===== src/design/fwdm_pkg.sv =====
`timescale 1ns / 1ps
// ----------------------------------------------------------------------------
// fwdm_pkg
// Shared types and constants of the four-wheel drive mixer: command codes,
// register indexes, the quarter-wave sine table and the per-motor result.
// ----------------------------------------------------------------------------
package fwdm_pkg;

  localparam int NUM_MOTORS = 4;

  localparam logic [1:0] MODE_MOVE  = 2'd0;
  localparam logic [1:0] MODE_ORBIT = 2'd1;
  localparam logic [1:0] MODE_SPIN  = 2'd2;
  localparam logic [1:0] MODE_STOP  = 2'd3;

  localparam logic REG_BASE_SPEED = 1'b0;
  localparam logic REG_SLOW_SPEED = 1'b1;

  localparam logic [9:0] ORBIT_OFFSET = 10'd15;
  localparam logic [7:0] DUTY_MAX     = 8'd255;
  localparam int         SINE_Q       = 15;

  // sin(k deg) in Q1.15, k = 0..90, rounded to nearest
  localparam logic [15:0] QSINE [0:90] = '{
    16'd0,     16'd572,   16'd1144,  16'd1715,  16'd2286,  16'd2856,  16'd3425,
    16'd3993,  16'd4560,  16'd5126,  16'd5690,  16'd6252,  16'd6813,  16'd7371,
    16'd7927,  16'd8481,  16'd9032,  16'd9580,  16'd10126, 16'd10668, 16'd11207,
    16'd11743, 16'd12275, 16'd12803, 16'd13328, 16'd13848, 16'd14365, 16'd14876,
    16'd15384, 16'd15886, 16'd16384, 16'd16877, 16'd17364, 16'd17847, 16'd18324,
    16'd18795, 16'd19261, 16'd19720, 16'd20174, 16'd20622, 16'd21063, 16'd21498,
    16'd21926, 16'd22348, 16'd22763, 16'd23170, 16'd23571, 16'd23965, 16'd24351,
    16'd24730, 16'd25102, 16'd25466, 16'd25822, 16'd26170, 16'd26510, 16'd26842,
    16'd27166, 16'd27482, 16'd27789, 16'd28088, 16'd28378, 16'd28660, 16'd28932,
    16'd29197, 16'd29452, 16'd29698, 16'd29935, 16'd30163, 16'd30382, 16'd30592,
    16'd30792, 16'd30983, 16'd31164, 16'd31336, 16'd31499, 16'd31651, 16'd31795,
    16'd31928, 16'd32052, 16'd32166, 16'd32270, 16'd32365, 16'd32449, 16'd32524,
    16'd32589, 16'd32643, 16'd32688, 16'd32723, 16'd32748, 16'd32763, 16'd32768
  };

  typedef struct packed {
    logic [7:0] duty;
    logic       fwd;
    logic       rev;
  } motor_cmd_t;

  // floor(x * 11 / 10); the divide by ten is a multiply by 3277 / 2^15,
  // exact for x * 11 below 2816
  function automatic logic [8:0] boost_of(input logic [7:0] x);
    logic [11:0] x11;
    logic [23:0] prod;
    begin
      x11  = 12'(x) * 12'd11;
      prod = 24'(x11) * 24'd3277;
      boost_of = prod[23:15];
    end
  endfunction

endpackage


===== src/design/fwdm_wheel.sv =====
`timescale 1ns / 1ps
// ----------------------------------------------------------------------------
// fwdm_wheel
// One wheel lane: sine of a whole-degree angle times a speed, truncated
// toward zero, turned into duty and direction lines.
// ----------------------------------------------------------------------------
module fwdm_wheel #(
  parameter int SINE_FRAC_BITS = 15
) (
  input  logic [8:0]         deg,
  input  logic [8:0]         speed,
  input  logic               negate,
  output fwdm_pkg::motor_cmd_t cmd
);

  localparam int SW     = SINE_FRAC_BITS + 1;
  localparam int UP     = (SINE_FRAC_BITS > fwdm_pkg::SINE_Q) ?
                          SINE_FRAC_BITS - fwdm_pkg::SINE_Q : 0;
  localparam int DOWN   = (SINE_FRAC_BITS < fwdm_pkg::SINE_Q) ?
                          fwdm_pkg::SINE_Q - SINE_FRAC_BITS : 0;
  localparam int RND_SH = (DOWN > 0) ? DOWN - 1 : 0;
  localparam logic [16:0] RND = (DOWN > 0) ? (17'd1 << RND_SH) : 17'd0;

  logic [6:0]    idx;
  logic          sine_neg;
  logic [16:0]   q_ext;
  logic [16:0]   q_scaled;
  logic [SW-1:0] mag;
  logic [SW+8:0] prod;
  logic [9:0]    whole;
  logic          neg;

  // fold the full wave onto the quarter-wave table
  always_comb begin
    sine_neg = 1'b0;
    if (deg <= 9'd90) begin
      idx = deg[6:0];
    end else if (deg <= 9'd180) begin
      idx = 7'(9'd180 - deg);
    end else if (deg <= 9'd270) begin
      idx = 7'(deg - 9'd180);
      sine_neg = 1'b1;
    end else begin
      idx = 7'(9'd360 - deg);
      sine_neg = 1'b1;
    end
  end

  assign q_ext    = {1'b0, fwdm_pkg::QSINE[idx]};
  assign q_scaled = (DOWN > 0) ? ((q_ext + RND) >> DOWN) : (q_ext << UP);
  assign mag      = q_scaled[SW-1:0];
  assign prod     = (SW + 9)'(mag) * (SW + 9)'(speed);
  assign whole    = prod[SW+8:SINE_FRAC_BITS];

  // a product that truncates to zero counts as non-negative
  assign neg = (sine_neg ^ negate) && (whole != 10'd0);

  assign cmd.duty = (whole[9:8] != 2'd0) ? fwdm_pkg::DUTY_MAX : whole[7:0];
  assign cmd.fwd  = !neg;
  assign cmd.rev  = neg;

endmodule


===== src/design/four_wheel_drive_mixer.sv =====
`timescale 1ns / 1ps
// ----------------------------------------------------------------------------
// four_wheel_drive_mixer
// Mixes one drive command into duty and direction lines for four motors.
// ----------------------------------------------------------------------------
// Usage:
//   Drive commands arrive on the in_ channel (valid/ready); each request
//   yields exactly one set of four motor commands on the out_ channel.
//   cfg_we writes base_speed (index 0) or slow_speed (index 1);
//   write them only while no request is in flight.
//   A request accepted into the input register moves into the output
//   register once that register is free or its result is being taken,
//   and out_valid rises with it. One request per cycle passes while the
//   receiver does not stall;
//   the critical path is the sine fold, table lookup and one multiplier per
//   wheel lane between the input and output registers.
//   When the receiver stalls, the output register holds its result and the
//   input register holds one more request; in_ready drops once both are full
//   and rises in the cycle the receiver takes the result.
//   Reset clears both valid flags, the speed registers and the held duties;
//   a stop command shows the duties of the last non-stop command.
// ----------------------------------------------------------------------------
module four_wheel_drive_mixer #(
  parameter int SINE_FRAC_BITS = 15
) (
  input  logic       clk,
  input  logic       rst_n,
  input  logic       cfg_we,
  input  logic       cfg_index,
  input  logic [7:0] cfg_wdata,
  input  logic       in_valid,
  output logic       in_ready,
  input  logic [1:0] in_mode,
  input  logic [8:0] in_angle_deg,
  input  logic [1:0] in_rotation,
  input  logic       in_clockwise,
  input  logic [7:0] in_spin_speed,
  output logic       out_valid,
  input  logic       out_ready,
  output logic [7:0] out_motor0_duty,
  output logic       out_motor0_fwd,
  output logic       out_motor0_rev,
  output logic [7:0] out_motor1_duty,
  output logic       out_motor1_fwd,
  output logic       out_motor1_rev,
  output logic [7:0] out_motor2_duty,
  output logic       out_motor2_fwd,
  output logic       out_motor2_rev,
  output logic [7:0] out_motor3_duty,
  output logic       out_motor3_fwd,
  output logic       out_motor3_rev
);

  localparam int NM = fwdm_pkg::NUM_MOTORS;

  logic [7:0] base_speed_r, slow_speed_r;
  logic [8:0] base_boost_r, slow_boost_r;

  logic       a_valid_r;
  logic [1:0] a_mode_r;
  logic [8:0] a_angle_r;
  logic [1:0] a_rot_r;
  logic       a_cw_r;
  logic [7:0] a_spin_r;
  logic       a_go;

  logic       out_valid_r, out_valid_nxt;
  fwdm_pkg::motor_cmd_t out_motor_r [NM];
  fwdm_pkg::motor_cmd_t motor_nxt   [NM];
  fwdm_pkg::motor_cmd_t wheel_cmd   [NM];
  logic [7:0] held_duty_r [NM];

  logic [8:0] ang, deg_minus, deg_plus;
  logic [9:0] orbit_fast;
  logic [9:0] orbit_slow_sum;
  logic       orbit_slow_neg;
  logic [7:0] orbit_slow_mag;
  logic [7:0] orbit_fast_duty;

  // configuration; boosted speeds are kept alongside
  always_ff @(posedge clk) begin
    if (!rst_n) begin
      base_speed_r <= '0;
      slow_speed_r <= '0;
      base_boost_r <= '0;
      slow_boost_r <= '0;
    end else if (cfg_we) begin
      if (cfg_index == fwdm_pkg::REG_BASE_SPEED) begin
        base_speed_r <= cfg_wdata;
        base_boost_r <= fwdm_pkg::boost_of(cfg_wdata);
      end else begin
        slow_speed_r <= cfg_wdata;
        slow_boost_r <= fwdm_pkg::boost_of(cfg_wdata);
      end
    end
  end

  assign a_go     = !out_valid_r || out_ready;
  assign in_ready = !a_valid_r || a_go;

  always_ff @(posedge clk) begin
    if (!rst_n) begin
      a_valid_r <= 1'b0;
    end else if (in_ready) begin
      a_valid_r <= in_valid;
    end
  end

  always_ff @(posedge clk) begin
    if (in_valid && in_ready) begin
      a_mode_r  <= in_mode;
      a_angle_r <= in_angle_deg;
      a_rot_r   <= in_rotation;
      a_cw_r    <= in_clockwise;
      a_spin_r  <= in_spin_speed;
    end
  end

  // headings 45 - a and 45 + a, reduced into 0..359
  always_comb begin
    ang       = (a_angle_r >= 9'd360) ? 9'(a_angle_r - 9'd360) : a_angle_r;
    deg_minus = (ang <= 9'd45) ? 9'(9'd45 - ang) : 9'(9'd405 - ang);
    deg_plus  = (ang >= 9'd315) ? 9'(ang - 9'd315) : 9'(ang + 9'd45);
  end

  fwdm_wheel #(.SINE_FRAC_BITS(SINE_FRAC_BITS)) u_wheel0 (
    .deg(deg_minus), .speed({1'b0, base_speed_r}), .negate(1'b1), .cmd(wheel_cmd[0])
  );
  fwdm_wheel #(.SINE_FRAC_BITS(SINE_FRAC_BITS)) u_wheel1 (
    .deg(deg_plus), .speed(base_boost_r), .negate(1'b0), .cmd(wheel_cmd[1])
  );
  fwdm_wheel #(.SINE_FRAC_BITS(SINE_FRAC_BITS)) u_wheel2 (
    .deg(deg_minus), .speed(base_boost_r), .negate(1'b0), .cmd(wheel_cmd[2])
  );
  fwdm_wheel #(.SINE_FRAC_BITS(SINE_FRAC_BITS)) u_wheel3 (
    .deg(deg_plus), .speed({1'b0, base_speed_r}), .negate(1'b1), .cmd(wheel_cmd[3])
  );

  // orbit: front pair at boost + 15, rear pair at 15 - slow
  always_comb begin
    orbit_fast      = 10'(slow_boost_r) + fwdm_pkg::ORBIT_OFFSET;
    orbit_fast_duty = (orbit_fast[9:8] != 2'd0) ? fwdm_pkg::DUTY_MAX : orbit_fast[7:0];
    orbit_slow_neg  = (10'(slow_speed_r) > fwdm_pkg::ORBIT_OFFSET);
    orbit_slow_sum  = orbit_slow_neg ? 10'(10'(slow_speed_r) - fwdm_pkg::ORBIT_OFFSET)
                                     : 10'(fwdm_pkg::ORBIT_OFFSET - 10'(slow_speed_r));
    orbit_slow_mag  = orbit_slow_sum[7:0];
  end

  always_comb begin
    logic [1:0] k;
    for (int m = 0; m < NM; m++) begin
      k = 2'(m) - a_rot_r;
      case (a_mode_r)
        fwdm_pkg::MODE_MOVE: begin
          motor_nxt[m] = wheel_cmd[k];
        end
        fwdm_pkg::MODE_ORBIT: begin
          if (m < 2) begin
            motor_nxt[m] = '{duty: orbit_fast_duty, fwd: 1'b1, rev: 1'b0};
          end else begin
            motor_nxt[m] = '{duty: orbit_slow_mag, fwd: !orbit_slow_neg,
                             rev: orbit_slow_neg};
          end
        end
        fwdm_pkg::MODE_SPIN: begin
          motor_nxt[m] = '{duty: a_spin_r, fwd: !a_cw_r, rev: a_cw_r};
        end
        default: begin
          motor_nxt[m] = '{duty: held_duty_r[m], fwd: 1'b0, rev: 1'b0};
        end
      endcase
    end
  end

  always_comb begin
    out_valid_nxt = out_valid_r;
    if (a_go) begin
      out_valid_nxt = a_valid_r;
    end
  end

  always_ff @(posedge clk) begin
    if (!rst_n) begin
      out_valid_r <= 1'b0;
    end else begin
      out_valid_r <= out_valid_nxt;
    end
  end

  always_ff @(posedge clk) begin
    if (a_valid_r && a_go) begin
      for (int m = 0; m < NM; m++) begin
        out_motor_r[m] <= motor_nxt[m];
      end
    end
  end

  // advance held duties as each non-stop request moves to the output
  always_ff @(posedge clk) begin
    if (!rst_n) begin
      for (int m = 0; m < NM; m++) begin
        held_duty_r[m] <= '0;
      end
    end else if (a_valid_r && a_go && (a_mode_r != fwdm_pkg::MODE_STOP)) begin
      for (int m = 0; m < NM; m++) begin
        held_duty_r[m] <= motor_nxt[m].duty;
      end
    end
  end

  assign out_valid       = out_valid_r;
  assign out_motor0_duty = out_motor_r[0].duty;
  assign out_motor0_fwd  = out_motor_r[0].fwd;
  assign out_motor0_rev  = out_motor_r[0].rev;
  assign out_motor1_duty = out_motor_r[1].duty;
  assign out_motor1_fwd  = out_motor_r[1].fwd;
  assign out_motor1_rev  = out_motor_r[1].rev;
  assign out_motor2_duty = out_motor_r[2].duty;
  assign out_motor2_fwd  = out_motor_r[2].fwd;
  assign out_motor2_rev  = out_motor_r[2].rev;
  assign out_motor3_duty = out_motor_r[3].duty;
  assign out_motor3_fwd  = out_motor_r[3].fwd;
  assign out_motor3_rev  = out_motor_r[3].rev;

endmodule


===== config.mk =====
export PLATFORM = sky130hd
export DESIGN_NAME = four_wheel_drive_mixer
export DESIGN_NICKNAME = d
export VERILOG_FILES = /design/src/design/fwdm_pkg.sv /design/src/design/fwdm_wheel.sv /design/src/design/four_wheel_drive_mixer.sv
export SDC_FILE = /design/constraint.sdc
export NUM_CORES = 2
export LEC_CHECK = 0
export BUFFER_PORTS_ARGS = -buffer_cell sky130_fd_sc_hd__buf_2
export CORE_MARGIN = 2
export CORE_UTILIZATION = 35
export CTS_CLUSTER_DIAMETER = 60
export DETAILED_ROUTE_END_ITERATION = 8
export GPL_ROUTABILITY_DRIVEN = 0
export GPL_TIMING_DRIVEN = 0
export MAX_ROUTING_LAYER = met4
export PLACE_DENSITY = 0.53
export SYNTH_ARGS = -nofsm -noshare
export SYNTH_HDL_FRONTEND = slang
export SYNTH_SLANG_ARGS = --single-unit
export TNS_END_PERCENT = 20

===== constraint.sdc =====
create_clock -name clk -period 11.95 [get_ports clk]
set_clock_uncertainty 0.15 [all_clocks]
set_input_delay 0.5975 -clock clk [delete_from_list [all_inputs] [get_ports clk]]
set_output_delay 0.5975 -clock clk [all_outputs]
set_load 0.02 [all_outputs]

* Yosys cells after proc, flatten, opt, wreduce, memory -nomap -nowiden
Memories as Yosys holds them, arrays and structs flattened.
Index checks and enable logic that the tools add are counted.
** Word-level totals
- Input bits :: 36
- ROM bits :: 4096
- Memory bits (writable) :: 72
- Memories kept :: 4
- Output and inout bits :: 42
- Bits in registers :: 58
** Memory list
- (no name shown) :: words 128, bits a word 16, read ports 1, clocked after memory_dff 0, wr ports 0, RTL line fwdm_wheel.sv:49 : assign q_ext = {1'b0, fwdm_pkg::QSINE[idx]};
- (no name shown) :: words 128, bits a word 16, read ports 1, clocked after memory_dff 0, wr ports 0, RTL line fwdm_wheel.sv:49
- out_motor_r :: words 4, bits a word 10, read ports 4, clocked after memory_dff 0, wr ports 4, RTL line four_wheel_drive_mixer.sv:68 : fwdm_pkg::motor_cmd_t out_motor_r [NM];
- held_duty_r :: words 4, bits a word 8, read ports 4, clocked after memory_dff 0, wr ports 4, RTL line four_wheel_drive_mixer.sv:71 : logic [7:0] held_duty_r [NM];
** Cells by class
- Equal/unequal tests :: 3
- $mul :: 6
- Multiplexer cells :: 49
- Add/sub/neg operators :: 18
- Bitwise gates (word level) :: 13
- Magnitude comparators :: 16
- Reductions and logical operators :: 29
** Operators by type and width (count)
- one-hot mux 10 bit (3 select lines) :: 4
- binary-select mux 10 bit (select 2 bit) :: 4
- two-way mux 10 bit :: 8
- two-way mux 8 bit :: 10
- two-way mux 16 bit :: 4
- multiplier 16 x 9 -> 25 bit :: 2
- multiplier 16 x 8 -> 24 bit :: 2
- two-way mux 7 bit :: 6
- nonzero test 10 bit :: 4
- two-way mux 9 bit :: 3
- multiplier 12 x 12 -> 24 bit, second input constant :: 1
- >= comparator 9 bit, second input constant :: 2
- <= comparator 9 x 7 -> 1 bit, second input constant :: 2
- <= comparator 9 x 8 -> 1 bit, second input constant :: 2
- <= comparator 9 bit, second input constant :: 2
- subtractor 9 bit, second input constant :: 2
- >= comparator 8 bit, second input constant :: 2
- NOT 7 -> 8 bit :: 2
- subtractor 6 x 7 -> 7 bit, first input constant :: 2
- subtractor 7 x 6 -> 7 bit, second input constant :: 2
- subtractor 7 bit, first input constant :: 2
- >= comparator 3 bit, second input constant :: 4
- multiplier 8 x 4 -> 12 bit, second input constant :: 1
- NOT 2 -> 3 bit :: 4
- other kinds (22) :: 57

* Logic depth before layout (Yosys ltp)
- Word-level depth :: 21
- Depth in mapped cells :: 55
- Depth with buffers taken out :: 50

* By module
A second synthesis with hierarchy kept.
** Unflattened totals
- Cell total of the unflattened synthesis :: 4787
- Area, all modules :: 38558.2 um2
** By module, submodules not included
- four_wheel_drive_mixer :: area each 10769.1 um2, instances 1, cells an instance 1063
- fwdm_wheel at u_wheel1 :: area each 6971.7 um2, instances 1, cells an instance 942
- fwdm_wheel at u_wheel2 :: area each 6961.7 um2, instances 1, cells an instance 923
- fwdm_wheel at u_wheel0 :: area each 6957.9 um2, instances 1, cells an instance 933
- fwdm_wheel at u_wheel3 :: area each 6897.9 um2, instances 1, cells an instance 926

* Worst setup path before layout
No wires, ideal clock.
- Path type :: register -> register
- From :: reg a_angle_r[2]
- To :: mem out_motor_r[3][0] (netlist name), data pin
- Arrival time :: 11091 ps
- Stages on the path, launching flop included :: 50
- Path slack :: 455 ps
- Required time :: 11546 ps
- Library setup time :: 254 ps
- Path buffers :: 4
- Cell sequence :: edfxtp_1 -> clkbuf_1 -> inv_1 -> ha_1 -> and3b_1 -> buf_6 -> o211ai_4 -> mux2i_4 -> o311ai_2 -> a21oi_1 -> nor2_2 -> ha_1 -> a22o_1 -> a2111oi_1 -> o21a_2 -> o32ai_1 -> or4_4 -> and2_4 -> [... 14 more ...] -> fa_1 -> inv_1 -> ha_1 -> a21oi_1 -> o21bai_1 -> a21oi_1 -> o21ai_0 -> a21o_1 -> a21o_1 -> nor2_1 -> o21ai_0 -> a41oi_1 -> xnor2_1 -> or3_1 -> or4b_4 -> o21ai_2 -> a31oi_1 -> a21bo_1
** RTL lines
- start, declared :: RTL line four_wheel_drive_mixer.sv:61 : logic [8:0] a_angle_r;
- start signal, assigned :: RTL line four_wheel_drive_mixer.sv:112 : a_angle_r <= in_angle_deg;
- end, declared :: RTL line four_wheel_drive_mixer.sv:68

==> impl_metrics.json <==
{
  "run_status": "completed",
  "drive_above_1_share_pct": 15.0,
  "cpMaxStageDelayCell": "or4b_4",
  "required_ns": 12.01,
  "wire_per_inst_um": 21.4,
  "antenna_left": 0,
  "layout.nets": 5085,
  "via_per_inst": 5.66,
  "hold_viol": 0,
  "placementRows": 113,
  "worst_pin_slew_ns": 1.26,
  "grt_pass1_vias": 31227,
  "crit_path_frequent_cell": "fa_1",
  "synth_top_cell_area_share_pct": 24.2,
  "cts_tree": "yes",
  "start_util_pct": 35.3,
  "clkPwrFrac_pct": 5.6,
  "yosys-top-cells-count": "536 x nand2_1, 524 x inv_1, 405 x fa_1, 311 x and2_1, 307 x ha_1",
  "io_buffers": 77,
  "slew_headroom_pct": 15.6,
  "n_antenna_cell": 0,
  "grt_pass1_wl_um": 186000,
  "drv_slew": 0,
  "dp_hpwl_um": 94300,
  "power_leakage_uw": 0.0178,
  "cts_root_buf": "clkbuf_16",
  "internal_power_uw": 4350,
  "vias": 31792,
  "pwr-share-seq_pct": 5.7,
  "p_comb_share_pct": 88.7,
  "synth_edf_count": 94,
  "drc": 0,
  "max_cap_violations": 0,
  "routed_wl_um": 120000,
  "io_pins": 78,
  "min_path_type": "primary input to flop",
  "synth_flop_cell": "edfxtp_1",
  "min_period_ns": 11.70,
  "cp.arrival_ns": 11.77,
  "antenna_found_initial": 4,
  "syn_area_per_cell_um2": 8.08,
  "die_w_um": 313,
  "syn_area_um2": 33500,
  "criticalPathCategory": "flop to flop",
  "swShare_pct": 57.6,
  "overflow": 0,
  "async_flop_share_pct": 0,
  "fin_cells": 5615,
  "pre_cts_ws_ns": -3.23,
  "layout_setup_ws_ns": 0.245,
  "syn_to_final_growth_pct": 16.8,
  "coreArea_um2": 94900,
  "clkLatencyLatePin_ns": 0.46,
  "rsz0062_at_grt": "true",
  "seq_area_frac_synth_pct": 10.6,
  "cts_buffers": 17,
  "syn_inst": 4144,
  "dpl.cell_count": 5489,
  "clk_pin_slew_worst_paths_ns": 0.09,
  "cts_buffer_depth": 2,
  "fp.dieH_um": 313,
  "synth_top_cell_by_area": "fa_1",
  "htreeDepth": 4,
  "path_max_fanout": 15,
  "vdd_drop_max_mv": 0.217,
  "synth_nets": 4892,
  "worst_path_largest_cell_delay_ns": 0.57,
  "power_density_nw_per_um2": 262,
  "grt_start_max_net_pins": 35,
  "synthTopCellsByArea": "fa_1 24%, ha_1 11%, edfxtp_1 8.4%, nand2_1 6.0%, inv_1 5.9%",
  "setup_viol": 0,
  "p_switching_uw": 5910,
  "drt_first_pass_iters": 5,
  "end_kind": "flop",
  "synth.distinct_cells": 123,
  "cts.sinks": 130,
  "cp-start-kind": "flop",
  "first_iter_violations": 3324,
  "fin_crit_sh_pct": 97.9,
  "yosysMostFrequentCell": "nand2_1",
  "track_usage_pct": 24.8,
  "dieArea_um2": 98200,
  "ys_seq_elements": 130,
  "fmax_ghz": 0.0854,
  "yosysWarnings": 0
}
-- timing repair --
action,4_1_cts,5_1_grt
gates cloned,1,1
setup endpoints to repair,72,72
hold buffers,0,0
pin swaps,39,84
setup buffers,56,52
resized for setup,267,289
-- flip-flops by register name, indices dropped and copies added (netlist names), 8 cells and up --
register      cells
a_angle_r         9
slow_boost_r      9
slow_speed_r      8
held_duty_r      32
out_motor_r      40
base_speed_r      8
a_spin_r          8
base_boost_r      9
-- routing by layer --
metal | part of all wire [%] | track usage (%) | up-vias
met5 | 0 | - | -
met4 | 3.0 | 5.89 | 0
met3 | 7.4 | 2.78 | 171
met2 | 46 | 38.9 | 1340
met1 | 44 | 34.4 | 15744
li1 | - | - | 14537
-- cell usage in the layout (no fill, tap or decap), types with 94 or more instances in the layout --
cell      instances
nand2_1         526
inv_1           519
fa_1            402
and2_1          308
ha_1            284
a21oi_1         191
nor2_1          164
o21ai_0         162
buf_4           111
clkbuf_1        109
buf_2           100
edfxtp_1         94
-- cell type report --
cell class | count | area, µm²
clock inverters | 14 | 168
repair buffers | 190 | 1350
well taps | 1265 | 1580
fillers | 9724 | 55800
inverters | 534 | 2020
plain buffers | 226 | 1270
clock buffers | 18 | 439
flip-flops and latches | 130 | 3540
multi-input cells | 3238 | 28700
-- worst paths after layout --
check | startpoint | end | slack (ns) | cells past startpoint
worst max-delay path | a_angle_r[2]$_DFFE_PP_ | out_motor_r[3][0]$_DFFE_PP_ | 0.25 | 50
worst min-delay path | in_angle_deg[2] | a_angle_r[2]$_DFFE_PP_ | 0.16 | 1
worst max register to register | a_angle_r[2]$_DFFE_PP_ | out_motor_r[3][0]$_DFFE_PP_ | 0.25 | 50
worst min register to register | slow_boost_r[1]$_SDFFE_PN0P_ | slow_boost_r[1]$_SDFFE_PN0P_ | 0.35 | 2
-- critical path: cells and delay by family (launching register included) --
| family | cells | cell delay [ns] |
|---|---|---|
| DFF | 1 | 0.43 |
| xor gates and xnor gates | 1 | 0.18 |
| and+or+nand+nor | 12 | 2.69 |
| muxes | 1 | 0.26 |
| adders and majority gates | 8 | 3.04 |
| AOI/OAI and AO/OA | 18 | 3.43 |
| buffers and inverters | 10 | 1.24 |
-- logic make-up after synthesis --
family | Yosys count | synth area share [%]
and+or+nand+nor | 1414 | 21.2
buffers and inverters | 776 | 8.90
DFF | 130 | 10.6
adders and majority gates | 712 | 35.7
muxes | 47 | 1.57
xor gates and xnor gates | 63 | 1.71
AOI/OAI and AO/OA | 1002 | 20.4
-- through the flow --
| stage | TNS (ns) | hold slack [ns] | utilization, % | total power, µW | instance area [µm²] |
|---|---|---|---|---|---|
| final | 0 | 0.163 | 41.2 | 10300 | 39100 |
| after global routing | -0.461 | 0.156 | 41.2 | 11300 | 39100 |
| after CTS | 0 | 0.148 | 39.7 | 9700 | 37700 |
| after detailed placement | -212.69 | 0.341 | 37.4 | 8510 | 35500 |
| after global placement | -260.68 | 0.340 | 37.4 | 8510 | 35500 |
| after floorplan | 0 | 0.312 | - | 6090 | 33500 |
-- power groups by stage --
stage | combinational (µW) | sequential (µW) | clock, µW
after floorplan | 5500 | 590 | 0
after global placement | 7920 | 594 | 0
after detailed placement | 7920 | 594 | 0
after CTS | 8540 | 583 | 584
after global routing | 10100 | 588 | 597
final | 9100 | 585 | 575
Note: power is estimated with default switching activity, not from simulation.
